===== config.mk =====
export PLATFORM = sky130hd
export DESIGN_NAME = eli_ram
export DESIGN_NICKNAME = d
export VERILOG_FILES = /design/src/rtl/eli_ram.sv
export SDC_FILE = /design/constraint.sdc
export NUM_CORES = 2
export LEC_CHECK = 0
export ABC_AREA = 1
export BUFFER_PORTS_ARGS = -buffer_cell sky130_fd_sc_hd__buf_2
export CAP_MARGIN = 40
export CORE_ASPECT_RATIO = 1.2
export CORE_MARGIN = 8
export CORE_UTILIZATION = 42
export CTS_BUF_LIST = sky130_fd_sc_hd__clkbuf_4
export CTS_CLUSTER_SIZE = 14
export DETAILED_ROUTE_END_ITERATION = 10
export PLACE_DENSITY_LB_ADDON = 0.05
export SYNTH_ARGS = -nofsm -noshare
export SYNTH_HDL_FRONTEND = slang
export SYNTH_SLANG_ARGS = --single-unit
export TNS_END_PERCENT = 5

===== constraint.sdc =====
create_clock -name clk -period 4.5 [get_ports clk]
set_input_delay 0.225 -clock clk [delete_from_list [all_inputs] [get_ports clk]]
set_output_delay 0.225 -clock clk [all_outputs]
set_load 0.1 [all_outputs]

===== src/rtl/eli_ram.sv =====
// Generic single-port synchronous RAM with registered read (read-first).
// No dependencies; used for both per-pixel stores.
module eli_ram #(
  parameter int WIDTH = 8,
  parameter int DEPTH = 256
) (
  input  logic                     clk,
  input  logic                     we,
  input  logic [$clog2(DEPTH)-1:0] addr,
  input  logic [WIDTH-1:0]         wdata,
  output logic [WIDTH-1:0]         rdata
);

  logic [WIDTH-1:0] mem [DEPTH];

  // Write on request, register the read every cycle
  always_ff @(posedge clk) begin
    if (we) begin
      mem[addr] <= wdata;
    end
    rdata <= mem[addr];
  end

endmodule


Yosys cells after proc, flatten, opt, wreduce, memory -nomap -nowiden. Memories as Yosys holds them, arrays and structs flattened. A register that Yosys moved wholly into a read port is not among the register bits. Index checks and enable logic that the tools add are counted. W data, S select, Z words.

Muxes and demuxes: 2.

Operators by type and width (count): $mux W1 (2).

Bits in registers: 0. RAM bits: 2048. Bits of input ports: 18. Output and inout bits: 8. Memories kept: 1.

Memories: mem (words 256, width 8, read ports 1, clocked after memory_dff 1, wr ports 1, line 14) `logic [WIDTH-1:0] mem [DEPTH];`.

Logic depth before layout (Yosys ltp).
Depth in word-level cells: 2. Depth in mapped cells: 15.

Worst setup path before layout. No wires, ideal clock.

Kind: input to register. Start point: input port addr[1]. End point: memory mem[234][0], enable pin. Setup time: 0.370 ns. Arrival time: 1.695 ns. Data required time: 4.130 ns. Path slack: 2.435 ns. Cell stages on the path: 10. Path through: buf_4 > inv_4 > nor2_8 > buf_4 > buf_4 > inv_2 > nor2_1 > nand2_1 > clkbuf_1 > nor2_1.

RTL lines: start: declaration (line 9) `input logic [$clog2(DEPTH)-1:0] addr,`; end: declaration (line 14).

No word-level cell before the write port.

==> impl_metrics.env <==
export IMPL_status="completed"
export IMPL_ys_seq_elements=2056
export IMPL_grt_overflow=0
export IMPL_slew_headroom_pct=31.5
export IMPL_dpl_cell_count=10400
export IMPL_placed_area_um2=88300
export IMPL_place_gp_congestion=0.815
export IMPL_rsz0062_at_grt="no"
export IMPL_cp_cell_sequence="dlygate4sd3_1, buf_8, inv_8, buf_12, nand2_1, nand2_1, nand2_1, nand2_1, nand2_1, nand2_1, o21ai_1, dlygate4sd3_1, nand2_1, dlygate4sd3_1, nor2_1, dlygate4sd3_1, nor2_1, nor2_1, dlygate4sd3_1, nand2_1"
export IMPL_hold_class="in2reg"
export IMPL_wirelength_mm=253
export IMPL_worstPathArrival_ns=5.46
export IMPL_synth_simple_area_share_pct=23.8
export IMPL_power_total_mw=39.6
export IMPL_antenna_left=0
export IMPL_p_per_area_nw_per_um2=414
export IMPL_synth_xor_area_share_pct=0
export IMPL_die_h_um=508
export IMPL_start_util_pct=42.3
export IMPL_required_ns=5.75
export IMPL_clockBufferDepth=4
export IMPL_pwr_share_comb_pct=6.3
export IMPL_avgSynthCellArea_um2=10.6
export IMPL_grtUsageTotal_pct=23.0
export IMPL_area_growth_pct=12.6
export IMPL_grt_pass1_vias=57200
export IMPL_power_internal_mw=30.0
export IMPL_synth_top_area_share_pct=72.5
export IMPL_core_area_um2=201000
export IMPL_worstSkewPairLatency_ns=1.37
export IMPL_firstDrtPassIters=7
export IMPL_synth_compound_area_share_pct=1.13
export IMPL_cts_tree="done"
export IMPL_fmax_mhz=238
export IMPL_synthAdderAreaFrac_pct=0
export IMPL_ys_warn_count=0
export IMPL_path_class="in2reg"
export IMPL_crit_top_cell="nand2_1"
export IMPL_slowest_stage="dlygate4sd3_1"
export IMPL_grt_pass1_wl_mm=372
export IMPL_seqPwrFrac_pct=53.5
export IMPL_maxCapViolCount=0
export IMPL_synth_area_leader_cell="edfxtp_1"
export IMPL_finalHoldViolations=0
export IMPL_wl_per_cell_um=22.2
export IMPL_setup_viol=0
export IMPL_worstHoldStart="addr[6]"
export IMPL_worst_path_max_fanout=141
export IMPL_drive_above_1_share_pct=11.9
export IMPL_nets=8403
export IMPL_finalCriticalPeriod_ns=4.21
export IMPL_top_layer_used="met5"
export IMPL_synth_seq_area_share_pct=72.7
export IMPL_syn_inst=8021
export IMPL_grt_max_degree=179
export IMPL_cts_htree_levels=6
export IMPL_finalNonFillerCells=11400
export IMPL_synth_area_um2=84900
export IMPL_clkPwrFrac_pct=40.3
export IMPL_cpPeakStageDelay_ns=0.59
export IMPL_cts_buffers=557
export IMPL_cts_root_buf="clkbuf_4"
export IMPL_fin_crit_sh_pct=93.5
export IMPL_leakage_nw=38.4
export IMPL_first_iter_violations=4150
export IMPL_io_buffers=25
export IMPL_place_detailed_hpwl_mm=139
export IMPL_crit_path_end_kind="register"
export IMPL_yosys_mux_area_fraction_pct=0
export IMPL_synth_area_leaders="edfxtp_1 (72%), nand2_1 (21%), nor2_1 (1.6%)"
export IMPL_route_detailed_drc=0
export IMPL_wl_met2_mm=124
export IMPL_timing_rr_start="mem[212][3]$_DFFE_PP_"
export IMPL_synthesis_nets=8039
export IMPL_maxSlewViolCount=0
export IMPL_fp_dieW_um=426
export IMPL_final_cell_mix="nand2_1 (4,757), edfxtp_1 (2,048), clkbuf_4 (799)"
export IMPL_tightest_slew_ns=1.03
export IMPL_vias_per_cell=5.01
export IMPL_fin_tns_setup_ns=0
export IMPL_wl_met1_mm=108
export IMPL_ys_types=18
export IMPL_met3_length_mm=13.0
export IMPL_switching_share_pct=24.2
export IMPL_layout_commonest_cell="nand2_1"
export IMPL_startpoint_type="input port"
export IMPL_clock_skew_ns=0.0677
export IMPL_ioPinCount=26
export IMPL_num_rows=180
export IMPL_dieArea_um2=217000
export IMPL_final_area_um2=95500
export IMPL_via_count=57000
export IMPL_antenna_found_initial=19
export IMPL_cts_sinks=2056
export IMPL_p_sw_mw=9.57
export IMPL_synth_top_family_by_area="simple AND/OR/NAND/NOR gates"
export IMPL_irDropWorstVdd_mv=0.306
export IMPL_cts_clk_slew_worst_paths_ns=0.07
export IMPL_crit_path_start="addr[0]"
## Yosys cell counts
master    instances
inv_4             2
buf_1            52
a21oi_1          32
dfxtp_1           8
nand3_1         188
buf_6             7
o21ai_1         119
nor2_1          361
o21ai_0          41
inv_2             2
nand2_4           1
inv_1            31
nor2_8            1
buf_2           182
clkbuf_1        170
nand2_1        4770
edfxtp_1       2048
buf_4             6
## power groups by stage
| stage | Clock [mW] | Sequential, mW | Combinational, mW |
|---|---|---|---|
| global route | 17.4 | 21.1 | 2.72 |
| floorplan | 0 | 21.6 | 1.20 |
| CTS | 16.4 | 21.2 | 2.52 |
| detailed placement | 0 | 21.6 | 2.43 |
| finish | 15.9 | 21.1 | 2.48 |
| global placement | 0 | 21.6 | 2.42 |
## critical path, delay by kind of cell
family / cells / cell delay [ns]
buf+inv: 8 / 3.86
compound gates: 1 / 0.13
simple gates: 11 / 0.94
## layer usage
layer,global-route usage (%),vias to the layer above
met2,38.9,1565
met4,8.48,2
met5,0,-
li1,-,27400
met3,3.89,403
met1,29.8,27600
## sequential cells by signal, summed over array words and instances (netlist names)
| name | count |
|---|---|
| mem | 2048 |
| rdata | 8 |
## final timing paths
check / endpoint / slack, ns / depth (start not counted)
setup / recovery: rdata[3]$_DFF_P_ / 0.29 / 20
hold / removal: rdata[5]$_DFF_P_ / 0.18 / 6
setup reg to reg: rdata[3]$_DFF_P_ / 0.78 / 16
hold reg to reg: rdata[1]$_DFF_P_ / 0.94 / 10
## logic make-up (layout without fill, tap and decap cells)
kind of cell,count (synthesis),after routing
buffers and inverters,452,1169
other,0,7
AND/OR/NAND/NOR,5321,5321
flip-flops,2056,2056
AO/OA/AOI/OAI,192,192
## cell type report
class / instances / area [um^2]
fillers: 18900 / 105000
flip-flops and latches: 2056 / 61700
multi-input cells: 5513 / 21300
clock buffers: 799 / 6000
well taps: 2639 / 3300
repair buffers: 222 / 2580
clock inverters: 113 / 544
inverters: 35 / 165
diodes: 7 / 17.5
## through the flow
stage	hold WS [ns]	utilization (%)	setup slack [ns]
floorplan	0.324	-	2.43
global placement	0.730	43.8	0.865
detailed placement	0.730	44.0	0.888
CTS	0.0599	47.6	0.149
global route	0.225	47.6	0.183
finish	0.182	47.6	0.293
## what timing repair did
item,CTS,global route
hold buffers,49,0
endpoints found under the hold margin,3253,0
gates resized for setup,0,0
setup buffers,0,0
(Power assumes the default switching activity.)
