**src/rtl/eli_pkg.sv**
```systemverilog
// Shared types, constants and the decay table of the event leaky integrator.
// No dependencies; eli_cfg, eli_update, the top level and the checker import this package.
package eli_pkg;

  // Sensor geometry and table size (table depth must be a power of two)
  localparam int FRAME_WIDTH       = 256;
  localparam int FRAME_HEIGHT      = 256;
  localparam int DECAY_TABLE_DEPTH = 256;

  localparam int PIXEL_COUNT = FRAME_WIDTH * FRAME_HEIGHT;
  localparam int PIX_AW      = $clog2(PIXEL_COUNT);
  localparam int IDX_W       = $clog2(DECAY_TABLE_DEPTH);

  // Field widths
  localparam int COORD_W    = 8;
  localparam int TS_W       = 32;
  localparam int BRIGHT_W   = 24;
  localparam int RATE_W     = 18;
  localparam int CONTRAST_W = 16;
  localparam int BETA_W     = 17;
  localparam int FRAC_W     = 16;

  // Datapath widths
  localparam int HALF_PROD_W = RATE_W + TS_W / 2;
  localparam int PROD_W      = RATE_W + TS_W;
  localparam int REM_W       = 31;
  localparam int SCALED_W    = BRIGHT_W + BETA_W + 1;
  localparam int ROUND_W     = SCALED_W - FRAC_W;
  localparam int SUM_W       = ROUND_W + 1;

  // rate * dt at which the exponent reaches 8 (rate in 1/256 s, dt in us)
  localparam longint EXP_LIMIT  = 64'd2048000000;
  localparam int     DIV_CONST  = 2048000000 / DECAY_TABLE_DEPTH;
  localparam int     ROUND_HALF = 1 << (FRAC_W - 1);

  // Table index by reciprocal multiplication: for any value below 2^REM_W,
  // (value * RECIP) >> RECIP_SHIFT equals value / DIV_CONST rounded down
  localparam int                 RECIP_SHIFT  = REM_W + $clog2(DIV_CONST);
  localparam int                 RECIP_W      = REM_W + 1;
  localparam int                 RECIP_PROD_W = REM_W + RECIP_W;
  localparam logic [RECIP_W-1:0] RECIP        =
    RECIP_W'(((64'd1 << RECIP_SHIFT) + 64'(DIV_CONST) - 64'd1) / 64'(DIV_CONST));

  localparam logic signed [BRIGHT_W-1:0] BRIGHT_MAX = 24'sh7FFFFF;
  localparam logic signed [BRIGHT_W-1:0] BRIGHT_MIN = -24'sh800000;

  // Configuration port
  localparam int REG_ADDR_W = 4;
  localparam int REG_SEL_W  = REG_ADDR_W - 2;
  localparam int CFG_DATA_W = 32;

  localparam logic [RATE_W-1:0]     DECAY_RATE_RESET   = 18'd1280;
  localparam logic [CONTRAST_W-1:0] CONTRAST_POS_RESET = 16'd6554;
  localparam logic [CONTRAST_W-1:0] CONTRAST_NEG_RESET = 16'd6554;

  typedef enum logic [REG_SEL_W-1:0] {
    REG_DECAY_RATE   = 2'd0,
    REG_CONTRAST_POS = 2'd1,
    REG_CONTRAST_NEG = 2'd2
  } eli_reg_t;

  typedef struct packed {
    logic [RATE_W-1:0]     decay_rate;
    logic [CONTRAST_W-1:0] contrast_positive;
    logic [CONTRAST_W-1:0] contrast_negative;
  } eli_cfg_t;

  // One request to both pixel stores; they share the address
  typedef struct packed {
    logic                       we;
    logic [PIX_AW-1:0]          addr;
    logic signed [BRIGHT_W-1:0] bright_wdata;
    logic [TS_W-1:0]            time_wdata;
  } eli_mem_req_t;

  typedef enum logic [3:0] {
    ST_CLEAR,
    ST_IDLE,
    ST_READ,
    ST_MUL_LO,
    ST_MUL_HI,
    ST_SUM,
    ST_DIV,
    ST_LOOKUP,
    ST_SCALE,
    ST_FINISH
  } eli_state_t;

  // exp(-n) in Q32 for the integer part of the exponent
  function automatic logic [63:0] exp_int_q32(input logic [2:0] n);
    logic [63:0] r;
    case (n)
      3'd0:    r = 64'd4294967296;
      3'd1:    r = 64'd1580030169;
      3'd2:    r = 64'd581260615;
      3'd3:    r = 64'd213833830;
      3'd4:    r = 64'd78665072;
      3'd5:    r = 64'd28939262;
      3'd6:    r = 64'd10646159;
      default: r = 64'd3916504;
    endcase
    return r;
  endfunction

  // exp(-8k/DEPTH) in Q1.16: Taylor series on the fraction, times exp(-n)
  function automatic logic [BETA_W-1:0] decay_entry(input int k);
    logic [63:0] y;
    logic [63:0] f;
    logic [63:0] term;
    logic [63:0] pos;
    logic [63:0] neg;
    logic [63:0] v;
    logic [2:0]  n;
    y    = (64'(k) << 35) / DECAY_TABLE_DEPTH;
    n    = y[34:32];
    f    = {32'd0, y[31:0]};
    term = 64'h1_0000_0000;
    pos  = term;
    neg  = 64'd0;
    for (int i = 1; i < 24; i++) begin
      term = ((term * f) >> 32) / 64'(i);
      if (i % 2 == 1) neg = neg + term;
      else            pos = pos + term;
    end
    v = (pos >= neg) ? pos - neg : 64'd0;
    v = (v * (exp_int_q32(n) >> 16)) >> 16;
    return BETA_W'((v + 64'd32768) >> 16);
  endfunction

  typedef logic [BETA_W-1:0] decay_table_t [DECAY_TABLE_DEPTH];

  function automatic decay_table_t build_decay_table();
    decay_table_t t;
    for (int k = 0; k < DECAY_TABLE_DEPTH; k++) begin
      t[k] = decay_entry(k);
    end
    return t;
  endfunction

  localparam decay_table_t DECAY_TABLE = build_decay_table();

endpackage

```
**src/rtl/eli_cfg.sv**
```systemverilog
// APB-style configuration registers of the event leaky integrator.
// Depends on eli_pkg for widths, register codes and reset values.
module eli_cfg import eli_pkg::*; (
  input  logic                  clk,
  input  logic                  rst,
  input  logic                  psel,
  input  logic                  penable,
  input  logic                  pwrite,
  input  logic [REG_ADDR_W-1:0] paddr,
  input  logic [CFG_DATA_W-1:0] pwdata,
  output logic [CFG_DATA_W-1:0] prdata,
  output logic                  pready,
  output eli_cfg_t              cfg
);

  logic                 wr_en;
  logic [REG_SEL_W-1:0] reg_sel;

  assign pready  = 1'b1;
  assign wr_en   = psel && penable && pwrite;
  assign reg_sel = paddr[REG_ADDR_W-1:2];

  // Take a write in the access phase; unknown addresses are dropped
  always_ff @(posedge clk) begin
    if (rst) begin
      cfg.decay_rate        <= DECAY_RATE_RESET;
      cfg.contrast_positive <= CONTRAST_POS_RESET;
      cfg.contrast_negative <= CONTRAST_NEG_RESET;
    end else if (wr_en) begin
      case (reg_sel)
        REG_DECAY_RATE:   cfg.decay_rate        <= pwdata[RATE_W-1:0];
        REG_CONTRAST_POS: cfg.contrast_positive <= pwdata[CONTRAST_W-1:0];
        REG_CONTRAST_NEG: cfg.contrast_negative <= pwdata[CONTRAST_W-1:0];
        default: ;
      endcase
    end
  end

  // Return the addressed register
  always_comb begin
    case (reg_sel)
      REG_DECAY_RATE:   prdata = CFG_DATA_W'(cfg.decay_rate);
      REG_CONTRAST_POS: prdata = CFG_DATA_W'(cfg.contrast_positive);
      REG_CONTRAST_NEG: prdata = CFG_DATA_W'(cfg.contrast_negative);
      default:          prdata = '0;
    endcase
  end

endmodule

```
**config.mk**
```make
export PLATFORM = sky130hd
export DESIGN_NAME = eli_cfg
export DESIGN_NICKNAME = d
export VERILOG_FILES = /design/src/rtl/eli_pkg.sv /design/src/rtl/eli_cfg.sv
export SDC_FILE = /design/constraint.sdc
export NUM_CORES = 1
export LEC_CHECK = 0
export BUFFER_PORTS_ARGS = -buffer_cell sky130_fd_sc_hd__buf_4
export CAP_MARGIN = 0
export CORE_ASPECT_RATIO = 0.9
export CORE_UTILIZATION = 35
export CTS_BUF_LIST = sky130_fd_sc_hd__clkbuf_4
export DETAILED_ROUTE_END_ITERATION = 6
export GPL_TIMING_DRIVEN = 0
export SLEW_MARGIN = 20
export SYNTH_ARGS = -nofsm -noshare
export SYNTH_HDL_FRONTEND = slang
export SYNTH_SLANG_ARGS = --single-unit
```
**constraint.sdc**
```tcl
create_clock -name clk -period 1.35 [get_ports clk]
set_input_delay 0.0675 -clock clk [delete_from_list [all_inputs] [get_ports clk]]
set_output_delay 0.0675 -clock clk [all_outputs]
set_load 0.1 [all_outputs]
```
Word-level counts from Yosys, hierarchy flattened

Cells that the tools add are included.

Input port bits: 41
Bits in registers: 50
Output and inout port bits: 83
Logic and storage cells: 12

Mux-type cells: 1
Equal/unequal tests: 2
Reductions and logical operators: 6

Operator list:

| cell               | number |
|---|---|
| $pmux 18 s3        | 1 |
| $reduce_and 2->1   | 3 |
| $eq 2x1->1 const B | 1 |
| $eq 2x2->1 const B | 1 |
| $logic_and 1x1->1  | 2 |
| $logic_not 2->1    | 1 |

Logic depth before layout (Yosys ltp)

Gate-level depths: netlist (run 1).

Depth after elaboration: 3
Mapped depth: 6
Mapped depth without buffers: 3

Least setup slack after synthesis (run 1)

No wires, ideal clock.

Path type: flip-flop to output port
From: register cfg[0] in the netlist's numbering
To: output prdata[0]
Arrival: 3.245 ns
Cell stages (with the launch flop): 3
Required time: 1.283 ns
Setup slack: -1.963 ns
Path buffers: 0
Cells stage by stage: dfxtp_1 -> mux2i_1 -> o21ai_0

Word-level cells in the longest chain between the ends: 1

RTL lines:

| what        | RTL line      | text |
|---|---|---|
| from (decl) | eli_cfg.sv:13 | `output eli_cfg_t cfg` |
| $pmux 18 s3 | eli_cfg.sv:41 | `case (reg_sel)` |
| to (decl)   | eli_cfg.sv:11 | `output logic [CFG_DATA_W-1:0] prdata,` |

Every way passes these cells.

Worst setup path after layout (run 1)

From: register cfg[2] in the netlist's numbering
To: output prdata[2]

Same word-level chain as after synthesis.

==> metrics.log, run 1 <==
INFO  metric power.static_leakage = 1.77 nW
INFO  metric final_cell_area = 0.00406 mm²
INFO  metric floorplan.die.height = 82.5 µm
INFO  metric peak_supply_drop = 0.376 mV
INFO  metric flow.area_growth_from_synthesis = 61.1%
INFO  metric worstSetupStartpoint = cfg[2]
INFO  metric synth_area = 0.00252 mm²
INFO  metric registers_with_the_highest_flip_flop_counts = cfg: 50 flops
INFO  metric max_clock_freq = 764 MHz
INFO  metric drt_iter0_drc = 57
INFO  metric max-slew-margin-rel = 56.9%
INFO  metric regToRegEndpoint = cfg[42]
INFO  metric num_rows = 28
INFO  metric antenna_cells = 0
INFO  metric mostFrequentLayoutCells = buf_4 (91), mux2i_1 (41), nand2b_1 (35), dfxtp_4 (30), nor2_1 (23)
INFO  metric maxSlewViolCount = 0
INFO  metric critical_path.endpoint = prdata[2]
INFO  metric portion_of_the_post_synthesis_area_used_by_sequential_elements = 39.7%
INFO  metric post-route-drc-count = 0
INFO  metric floorplan.io_pins = 124
INFO  metric cts_buffers = 5
INFO  metric routed_via_density = 4.70
INFO  metric max-cap-violations = 0
INFO  metric fin_crit_sh = 97.0%
INFO  metric path_cells = mux2i_4 > o21ai_4 > buf_8
INFO  metric cts_max_level = 2
INFO  metric synthesis.instances = 270
INFO  metric worst_ep_arrival_time = 1.24 ns
INFO  metric antenna_left = 0
INFO  metric setup_viol = 0
INFO  metric avgSynthCellArea = 9.34 µm²
INFO  metric yosys.cell_types.count = 25
INFO  metric placed_cell_area = 0.00373 mm²
INFO  metric grt_start_max_net_pins = 15
INFO  metric holdCritStartpoint = pwdata[9]
INFO  metric largest_reg_flops = 50
INFO  metric tritoncts_clock_tree = yes
INFO  metric cp_max_delay_cell = dfxtp_4
INFO  metric gpl.final_weighted_congestion = 0.755
INFO  metric cp-start-kind = register
INFO  metric worstReg2RegStart = cfg[42]
INFO  metric drt-total-wl = 7.36 mm
INFO  metric post-synth-top-area-fraction = 39.7%
INFO  metric synth_area_leaders = dfxtp_1 (40%), mux2i_1 (23%), nand2b_1 (8.7%)
INFO  metric overflow = 0
INFO  metric root_buffer_cell = clkbuf_4
INFO  metric ys_ff_latch = 50
INFO  metric detailedRoute.firstPassIterationCount = 4
INFO  metric timing_worst_slew_pin_value = 0.644 ns
INFO  metric ff2ff_setup_slack = 0.63 ns
INFO  metric critPathCaptureType = output pin
INFO  metric ys_warn_count = 0
INFO  metric wl_per_cell = 15.2 µm
INFO  metric mostFrequentLayoutCell = buf_4
INFO  metric r2r_cells = 1
INFO  metric crit_required = 1.28 ns
INFO  metric detailedPlacementHpwl = 5.24 mm
INFO  metric clock_insertion_delay_worst_skew = 0.36 ns
INFO  metric power.total = 3.18 mW
INFO  metric critPathMaxFanout = 3
INFO  metric core_area = 0.00676 mm²
INFO  metric grt_first_pass_wirelength = 11.5 mm
INFO  metric clk_path_buf_depth = 2
INFO  metric clk_pin_slew = 0.14 ns
INFO  metric clock_sink_count = 50
INFO  metric final.setup_skew = 0 ns
INFO  metric status = complete, no violations
INFO  metric crit_path_max_incr_delay = 0.40 ns
INFO  metric first_global_vias = 2299
INFO  metric final.setup.tns = 0 ns
INFO  metric setup.worst_path.class = reg -> out
INFO  metric die_x = 91.5 µm
INFO  metric global_route_total_usage_across_every_layer = 20.0%
INFO  metric die_area = 0.00755 mm²
INFO  metric initial_util = 37.3%
INFO  metric holdWs = 0.00549 ns
INFO  metric registers.top_by_ff_count = cfg
INFO  metric final_layout_size_suffix_gt1_share = 55.1%
INFO  metric nets = 434
INFO  metric numPortBuffers = 89
INFO  metric final-hold-violation-count = 0
INFO  metric antenna_violations_before_repair = 0
INFO  metric vias = 2277
INFO  metric min_path_type = in -> reg
INFO  metric synth_area_leader_cell = dfxtp_1
INFO  metric timing.final.crit_period = 1.31 ns
INFO  metric power.density = 782 mW/mm²
-- what timing repair did --
action,in CTS,in global routing
buffers inserted,0,0
setup endpoints to repair,16,8
endpoints found under the hold margin,29,0
resized for setup,18,12
hold buffers,14,0
-- power by group --
group | switching, mW | internal [mW]
sequential | 0.0198 | 1.44
combinational | 0.723 | 0.301
clock | 0.473 | 0.217
-- stage by stage --
step           cells  worst slack [ns]  util [%]
2_1_floorplan    283            -0.196         -
3_3_place_gp     462           -0.0919      55.1
3_5_place_dp     462            -0.103      55.1
4_1_cts          484            0.0170      59.0
5_1_grt          484          -0.00739      60.1
6_report         484            0.0410      60.1
-- cells by family (layout without fill, tap and decap cells) --
family,Yosys count,after routing,synth area share (%)
AOI/OAI and AO/OA,33,33,7.49
buffers and inverters,35,146,10.3
DFF,50,50,39.7
muxes,57,57,22.6
other,2,15,0.298
and+or+nand+nor,93,93,19.6
-- routing by layer --
layer	vias to the layer above	global-route usage [%]	share of wire, %
met3	5	4.30	5.1
li1	1126	-	-
met5	-	0	0
met4	0	3.33	0.63
met2	75	35.9	48
met1	1071	25.2	46
-- worst max-delay path: cells and delay by family, from the launching register on --
family / cells / cell delay (ns)
AOI/OAI and AO/OA: 1 / 0.18
buffers and inverters: 1 / 0.22
DFF: 1 / 0.40
muxes: 1 / 0.08
-- how the worst min path moves through the flow --
stage / to / slack (ns) / cells past startpoint
3_5_place_dp: cfg[48] / 0.33 / 3
6_report: cfg[41] / 0.005 / 3
4_1_cts: cfg[41] / 0.0005 / 3
2_1_floorplan: cfg[33] / 0.20 / 2
3_3_place_gp: cfg[48] / 0.33 / 3
5_1_grt: cfg[22] / 0.02 / 3
-- cells in the mapped netlist, drive strengths merged --
library cell	n
buf	29
a21oi	8
and2	3
clkbuf	6
dfxtp	50
mux2i	57
nor3	1
conb	2
nand2	18
nand3b	1
and3	2
nor2b	1
o31ai	8
nand3	9
a211o	1
o21ai	16
nand2b	35
nor2	23
-- layout make-up --
class | instances | area [µm²]
Clock inverter | 2 | 8.76
Fill cell | 596 | 2700
Tap cell | 90 | 113
Multi-Input combinational cell | 198 | 1610
Sequential cell | 50 | 1140
Buffer | 35 | 263
Timing Repair Buffer | 103 | 891
Clock buffer | 6 | 45.0
Note: power is estimated with default switching activity, not from simulation.
==> run 2, diff against run 1 <==
CTS_BUF_LIST = default   (was sky130_fd_sc_hd__clkbuf_4)
==> metrics.log, run 2 (synthesis results as in run 1) <==
INFO  metric status = complete, no violations
INFO  metric cp_max_delay_cell = dfxtp_4
INFO  metric cts_buffers = 5 (unchanged)
INFO  metric global_route_total_usage_across_every_layer = 19.8% (-0.22 points)
INFO  metric critPathMaxFanout = 3 (unchanged)
INFO  metric post_cts_hold_buffer_count = 0 (-14)
INFO  metric crit_required = 1.28 ns (about the same)
INFO  metric power_report.internal_total = 2.11 mW (+7.7%)
INFO  metric antenna_left = 0 (unchanged)
INFO  metric overflow = 0 (unchanged)
INFO  metric rsz0062_at_grt = no
INFO  metric drt_iter0_drc = 73 (+28%)
INFO  metric crit_path_max_incr_delay = 0.37 ns (-0.03 ns)
INFO  metric detailedRoute.firstPassIterationCount = 4 (unchanged)
INFO  metric worstSetupStartpoint = cfg[8]
INFO  metric ff2ff_setup_slack = 0.64 ns (about the same)
INFO  metric clock_insertion_delay_worst_skew = 0.30 ns (-0.06 ns)
INFO  metric critical_path.endpoint = prdata[8]
INFO  metric drt-total-wl = 7.20 mm (-2.1%)
INFO  metric timing.final.crit_period = 1.27 ns (-0.0353 ns)
INFO  metric antenna_cells = 0 (unchanged)
INFO  metric routed_via_density = 4.74 (+0.67%)
INFO  metric power.sequential.fraction = 43.7% (-2.4 points)
INFO  metric vias = 2226 (-2.2%)
INFO  metric setup_viol = 0 (unchanged)
INFO  metric power.total = 3.34 mW (+5.1%)
INFO  metric comb_power_share = 28.9% (-3.3 points)
INFO  metric floorplan.die.height = 82.5 µm (unchanged)
INFO  metric detailedPlacementHpwl = 5.24 mm (unchanged)
INFO  metric initial_util = 37.3% (unchanged)
INFO  metric net-switching-power = 1.23 mW (+0.95%)
INFO  metric peak_supply_drop = 0.409 mV (+8.8%)
INFO  metric tritoncts_clock_tree = yes
INFO  metric numPortBuffers = 89 (unchanged)
INFO  metric worst_ep_arrival_time = 1.21 ns (-0.03 ns)
INFO  metric mostFrequentLayoutCells = buf_4 (97), mux2i_1 (42), nand2b_1 (35), dfxtp_4 (30), nor2_1 (23)
INFO  metric grt_first_pass_wirelength = 11.4 mm (-1.1%)
INFO  metric max-cap-violations = 0 (unchanged)
INFO  metric final.setup_skew = 0 ns (unchanged)
INFO  metric n_fill_cell = 638 (+7.0%)
INFO  metric post-route-drc-count = 0 (unchanged)
INFO  metric sw_frac_of_total = 36.7% (-1.5 points)
INFO  metric max-slew-margin-rel = 55.6% (-1.2 points)
INFO  metric registers.top_by_ff_count = cfg
INFO  metric fin_crit_sh = 94.3% (-2.6 points)
INFO  metric maxSlewViolCount = 0 (unchanged)
INFO  metric gpl.final_weighted_congestion = 0.755 (unchanged)
INFO  metric flow.area_growth_from_synthesis = 53.0%
INFO  metric final.setup.tns = 0 ns (unchanged)
INFO  metric setup.worst_path.class = reg -> out
INFO  metric cts_max_level = 2 (unchanged)
INFO  metric share_clk_of_total_power = 27.4% (+5.7 points)
INFO  metric core_area = 0.00676 mm² (unchanged)
INFO  metric first_global_vias = 2257 (-1.8%)
INFO  metric critPathCaptureType = output pin
INFO  metric largest_reg_flops = 50 (unchanged)
INFO  metric clk_pin_slew = 0.09 ns (-0.05 ns)
INFO  metric grt_start_max_net_pins = 15 (unchanged)
INFO  metric power.static_leakage = 1.70 nW (-3.5%)
INFO  metric path_cells = mux2i_2 > o21ai_4 > buf_4
INFO  metric clk_path_buf_depth = 2 (unchanged)
INFO  metric max_clock_freq = 785 MHz (+2.8%)
INFO  metric final_layout_size_suffix_gt1_share = 56.8% (+1.8 points)
INFO  metric final-hold-violation-count = 0 (unchanged)
INFO  metric mostFrequentLayoutCell = buf_4
INFO  metric r2r_cells = 1 (unchanged)
INFO  metric regToRegEndpoint = cfg[42]
INFO  metric wl_per_cell = 15.3 µm (+0.80%)
INFO  metric root_buffer_cell = clkbuf_8
INFO  metric nets = 420 (-3.2%)
INFO  metric cp-start-kind = register
INFO  metric die_area = 0.00755 mm² (unchanged)
INFO  metric worstReg2RegStart = cfg[42]
INFO  metric num_rows = 28 (unchanged)
INFO  metric die_x = 91.5 µm (unchanged)
INFO  metric antenna_violations_before_repair = 0 (unchanged)
INFO  metric floorplan.io_pins = 124 (unchanged)
INFO  metric timing_worst_slew_pin_value = 0.662 ns (+0.0182 ns)
INFO  metric min_path_type = in -> reg
INFO  metric power.density = 866 mW/mm² (+11%)
INFO  metric clock_sink_count = 50 (unchanged)
INFO  metric registers_with_the_highest_flip_flop_counts = cfg: 50 flops
-- run 2: routing by layer --
metal	part of all wire (%)	track usage, %	wire [µm]	vias to the layer above
met5	0	0	0	-
met4	0.26	4.76	19	0
met3	5.0	3.48	358	2
met2	48	35.0	3460	74
met1	47	25.3	3360	1050
li1	-	-	-	1100
-- run 2: layout make-up --
type | count | area (µm²) | share of cell area [%]
plain buffers | 35 | 263 | 6.81
clock buffers | 7 | 86.3 | 2.24
clock inverters | 1 | 5.00 | 0.130
multi-input cells | 198 | 1550 | 40.1
flip-flops and latches | 50 | 1140 | 29.5
well taps | 90 | 113 | 2.92
repair buffers | 89 | 706 | 18.3
-- run 2: repair_timing --
action                                 in CTS  in global routing
setup endpoints to repair                   7                  9
resized for setup                           2                  9
buffers inserted                            0                  0
endpoints found under the hold margin       0                  0
-- run 2: how the worst min path moves through the flow --
| stage | start | end | slack [ns] | cells past startpoint |
|---|---|---|---|---|
| detailed placement | pwdata[16] | cfg[48] | 0.33 | 3 |
| CTS | pwdata[16] | cfg[48] | 0.006 | 3 |
| global route | pwdata[4] | cfg[36] | 0.01 | 3 |
| finish | pwdata[16] | cfg[48] | 0.01 | 3 |
| global placement | pwdata[16] | cfg[48] | 0.33 | 3 |
| floorplan | pwdata[1] | cfg[33] | 0.20 | 2 |
-- run 2: power by group through the flow --
stage / clock network, mW / logic, mW / registers [mW]
2_1_floorplan: 0 / 0.631 / 1.63
3_3_place_gp: 0 / 0.953 / 1.50
3_5_place_dp: 0 / 0.957 / 1.50
4_1_cts: 0.937 / 0.959 / 1.46
5_1_grt: 0.981 / 1.00 / 1.46
6_report: 0.915 / 0.966 / 1.46
-- run 2: critical path: cells and delay by family, from the launching register on --
| kind | cells | cell delay (ns) |
|---|---|---|
| compound gates | 1 | 0.14 |
| buf+inv | 1 | 0.31 |
| flops | 1 | 0.37 |
| mux | 1 | 0.08 |
-- run 2: through the flow --
step / util (%) / cells / instance area [µm²] / hold slack, ns / worst slack (ns)
2_1_floorplan: - / 283 / 2950 / 0.205 / -0.196
3_3_place_gp: 55.1 / 462 / 3730 / 0.327 / -0.0919
3_5_place_dp: 55.1 / 462 / 3730 / 0.333 / -0.103
4_1_cts: 56.6 / 470 / 3820 / 0.00625 / 0.0109
5_1_grt: 57.1 / 470 / 3860 / 0.0114 / 0.00377
6_report: 57.1 / 470 / 3860 / 0.0125 / 0.0763
==> run 3, diff against run 2 <==
==> constraint.sdc (replaced) <==
create_clock -name clk -period 1.35 [get_ports clk]
set_input_delay 0.27 -clock clk [delete_from_list [all_inputs] [get_ports clk]]
set_output_delay 0.27 -clock clk [all_outputs]
set_load 0.1 [all_outputs]
==> metrics.log, run 3 (synthesis results as in run 1) <==
INFO  metric status = finished with violations
INFO  metric violations = negative setup slack
INFO  metric grt_first_pass_wirelength = 12.6 mm (+10%)
INFO  metric timing.critical_path.buf_inv = 4 (+3)
INFO  metric global_route_total_usage_across_every_layer = 22.1% (+2.3 points)
INFO  metric power.density = 756 mW/mm² (-13%)
INFO  metric setup.worst_path.class = in -> out
INFO  metric largest_reg_flops = 50 (unchanged)
INFO  metric max-slew-margin-rel = 59.2% (+3.6 points)
INFO  metric pre_cts_ws = -0.404 ns (-0.301 ns)
INFO  metric postLayoutSetupSlackWorst = -0.0408 ns (-0.117 ns)
INFO  metric final_layout_size_suffix_gt1_share = 62.8% (+6.0 points)
INFO  metric final.setup.tns = -0.410 ns (-0.410 ns)
INFO  metric max_clock_freq = 719 MHz (-8.4%)
INFO  metric post-route-drc-count = 0 (unchanged)
INFO  metric initial_util = 37.3% (unchanged)
INFO  metric detailedRoute.firstPassIterationCount = 4 (unchanged)
INFO  metric max-cap-violations = 0 (unchanged)
INFO  metric floorplan.die.height = 82.5 µm (unchanged)
INFO  metric mostFrequentLayoutCell = buf_4
INFO  metric drt-total-wl = 7.87 mm (+9.2%)
INFO  metric grt_start_max_net_pins = 15 (unchanged)
INFO  metric crit_path_max_incr_delay = 0.19 ns (-0.18 ns)
INFO  metric final.setup_skew = 0 ns (unchanged)
INFO  metric floorplan.io_pins = 124 (unchanged)
INFO  metric flow.area_growth_from_synthesis = 82.2%
INFO  metric numPortBuffers = 89 (unchanged)
INFO  metric wl_per_cell = 16.1 µm (+5.2%)
INFO  metric power.total = 3.48 mW (+4.0%)
INFO  metric antenna_cells = 0 (unchanged)
INFO  metric path_delay_family = buffers and inverters
INFO  metric cts_buffers = 5 (unchanged)
INFO  metric cp_max_delay_cell = buf_12
INFO  metric cp-start-kind = primary input
INFO  metric die_area = 0.00755 mm² (unchanged)
INFO  metric final_cell_area = 0.00460 mm² (+19%)
INFO  metric clk_pin_slew = 0.09 ns (about the same)
INFO  metric gpl.final_weighted_congestion = 0.745 (-1.4%)
INFO  metric min_path_type = in -> reg
INFO  metric fin_crit_sh = 103% (+8.7 points)
INFO  metric root_buffer_cell = clkbuf_8
INFO  metric die_x = 91.5 µm (unchanged)
INFO  metric clk_path_buf_depth = 2 (unchanged)
INFO  metric antenna_violations_before_repair = 0 (unchanged)
INFO  metric routed_via_density = 4.76 (+0.55%)
INFO  metric ff2ff_setup_slack = 0.52 ns (-0.12 ns)
INFO  metric worst_ep_arrival_time = 1.12 ns (-0.09 ns)
INFO  metric core_area = 0.00676 mm² (unchanged)
INFO  metric setup_viol = 16 (+16)
INFO  metric first_global_vias = 2352 (+4.2%)
INFO  metric timing.final.crit_period = 1.39 ns (+0.117 ns)
INFO  metric tritoncts_clock_tree = yes
INFO  metric power.static_leakage = 2.04 nW (+20%)
INFO  metric placed_cell_area = 0.00371 mm² (-0.50%)
INFO  metric critPathCaptureType = output pin
INFO  metric nets = 438 (+4.3%)
INFO  metric clock_sink_count = 50 (unchanged)
INFO  metric registers_with_the_highest_flip_flop_counts = cfg: 50 flops
INFO  metric final-hold-violation-count = 0 (unchanged)
INFO  metric mostFrequentLayoutCells = buf_4 (101), mux2i_1 (41), nand2b_1 (35), dfxtp_4 (34), nor2_1 (23)
INFO  metric cts_max_level = 2 (unchanged)
INFO  metric peak_supply_drop = 0.380 mV (-7.2%)
INFO  metric critPathMaxFanout = 5 (+2)
INFO  metric timing.critical_path.mode_cell = buf_12
INFO  metric maxSlewViolCount = 0 (unchanged)
INFO  metric crit_required = 1.08 ns (-0.20 ns)
INFO  metric registers.top_by_ff_count = cfg
INFO  metric final_core_util = 68.0% (+11 points)
INFO  metric clock_insertion_delay_worst_skew = 0.30 ns (about the same)
INFO  metric detailedPlacementHpwl = 5.22 mm (-0.52%)
INFO  metric drt_iter0_drc = 50 (-32%)
INFO  metric vias = 2324 (+4.4%)
INFO  metric path_cells = buf_16 > nor2b_4 > buf_8 > buf_12 > nand2_4 > o21ai_4 > buf_12
INFO  metric overflow = 0 (unchanged)
INFO  metric antenna_left = 0 (unchanged)
INFO  metric rsz0062_at_grt = yes
INFO  metric timing_worst_slew_pin_value = 0.608 ns (-0.0534 ns)
INFO  metric num_rows = 28 (unchanged)
[run 3: routing by layer]
| layer | vias to the layer above | global-route usage [%] | share of wire [%] |
|---|---|---|---|
| li1 | 1149 | - | - |
| met1 | 1085 | 27.9 | 45 |
| met2 | 81 | 38.7 | 48 |
| met3 | 9 | 5.04 | 5.7 |
| met4 | 0 | 5.40 | 1.4 |
| met5 | - | 0 | 0 |
[run 3: worst paths after layout]
path | start | endpoint | cells past startpoint
setup / recovery | paddr[3] | prdata[10] | 7
hold / removal | pwdata[16] | cfg[48] | 3
setup reg to reg | cfg[42] | cfg[42] | 2
hold reg to reg | cfg[49] | cfg[49] | 2
[run 3: cell type report]
cell class	count	area, µm²
timing repair buffer	107	1090
sequential	50	1150
fill	546	2170
multi-input combinational	198	1810
buffer	35	350
clock buffer	8	80.1
tap	90	113
[run 3: report_power, final]
group	switching, mW	internal, mW	total (mW)
registers	0.0248	1.44	1.46
logic	0.761	0.404	1.17
clock network	0.481	0.370	0.851
[run 3: per-stage QoR]
| step | hold slack [ns] | std cells |
|---|---|---|
| floorplan | 0.407 | 283 |
| finish | 0.211 | 488 |
| global placement | 0.465 | 462 |
| global route | 0.218 | 488 |
| CTS | 0.206 | 487 |
| detailed placement | 0.477 | 462 |
[run 3: worst register-to-register path, cell delays in order (launching register included)]
cell and delay [ns]:
dfxtp_4 0.37, buf_4 0.13, a211o_1 0.24
[run 3: what timing repair did]
action / CTS / global route
endpoints found under the hold margin: 0 / 0
gates resized for setup: 127 / 9
pin swaps: 19 / 6
setup endpoints to repair: 18 / 19
setup buffers: 14 / 1
hold buffers: 0 / 0
gates cloned: 3 / 0
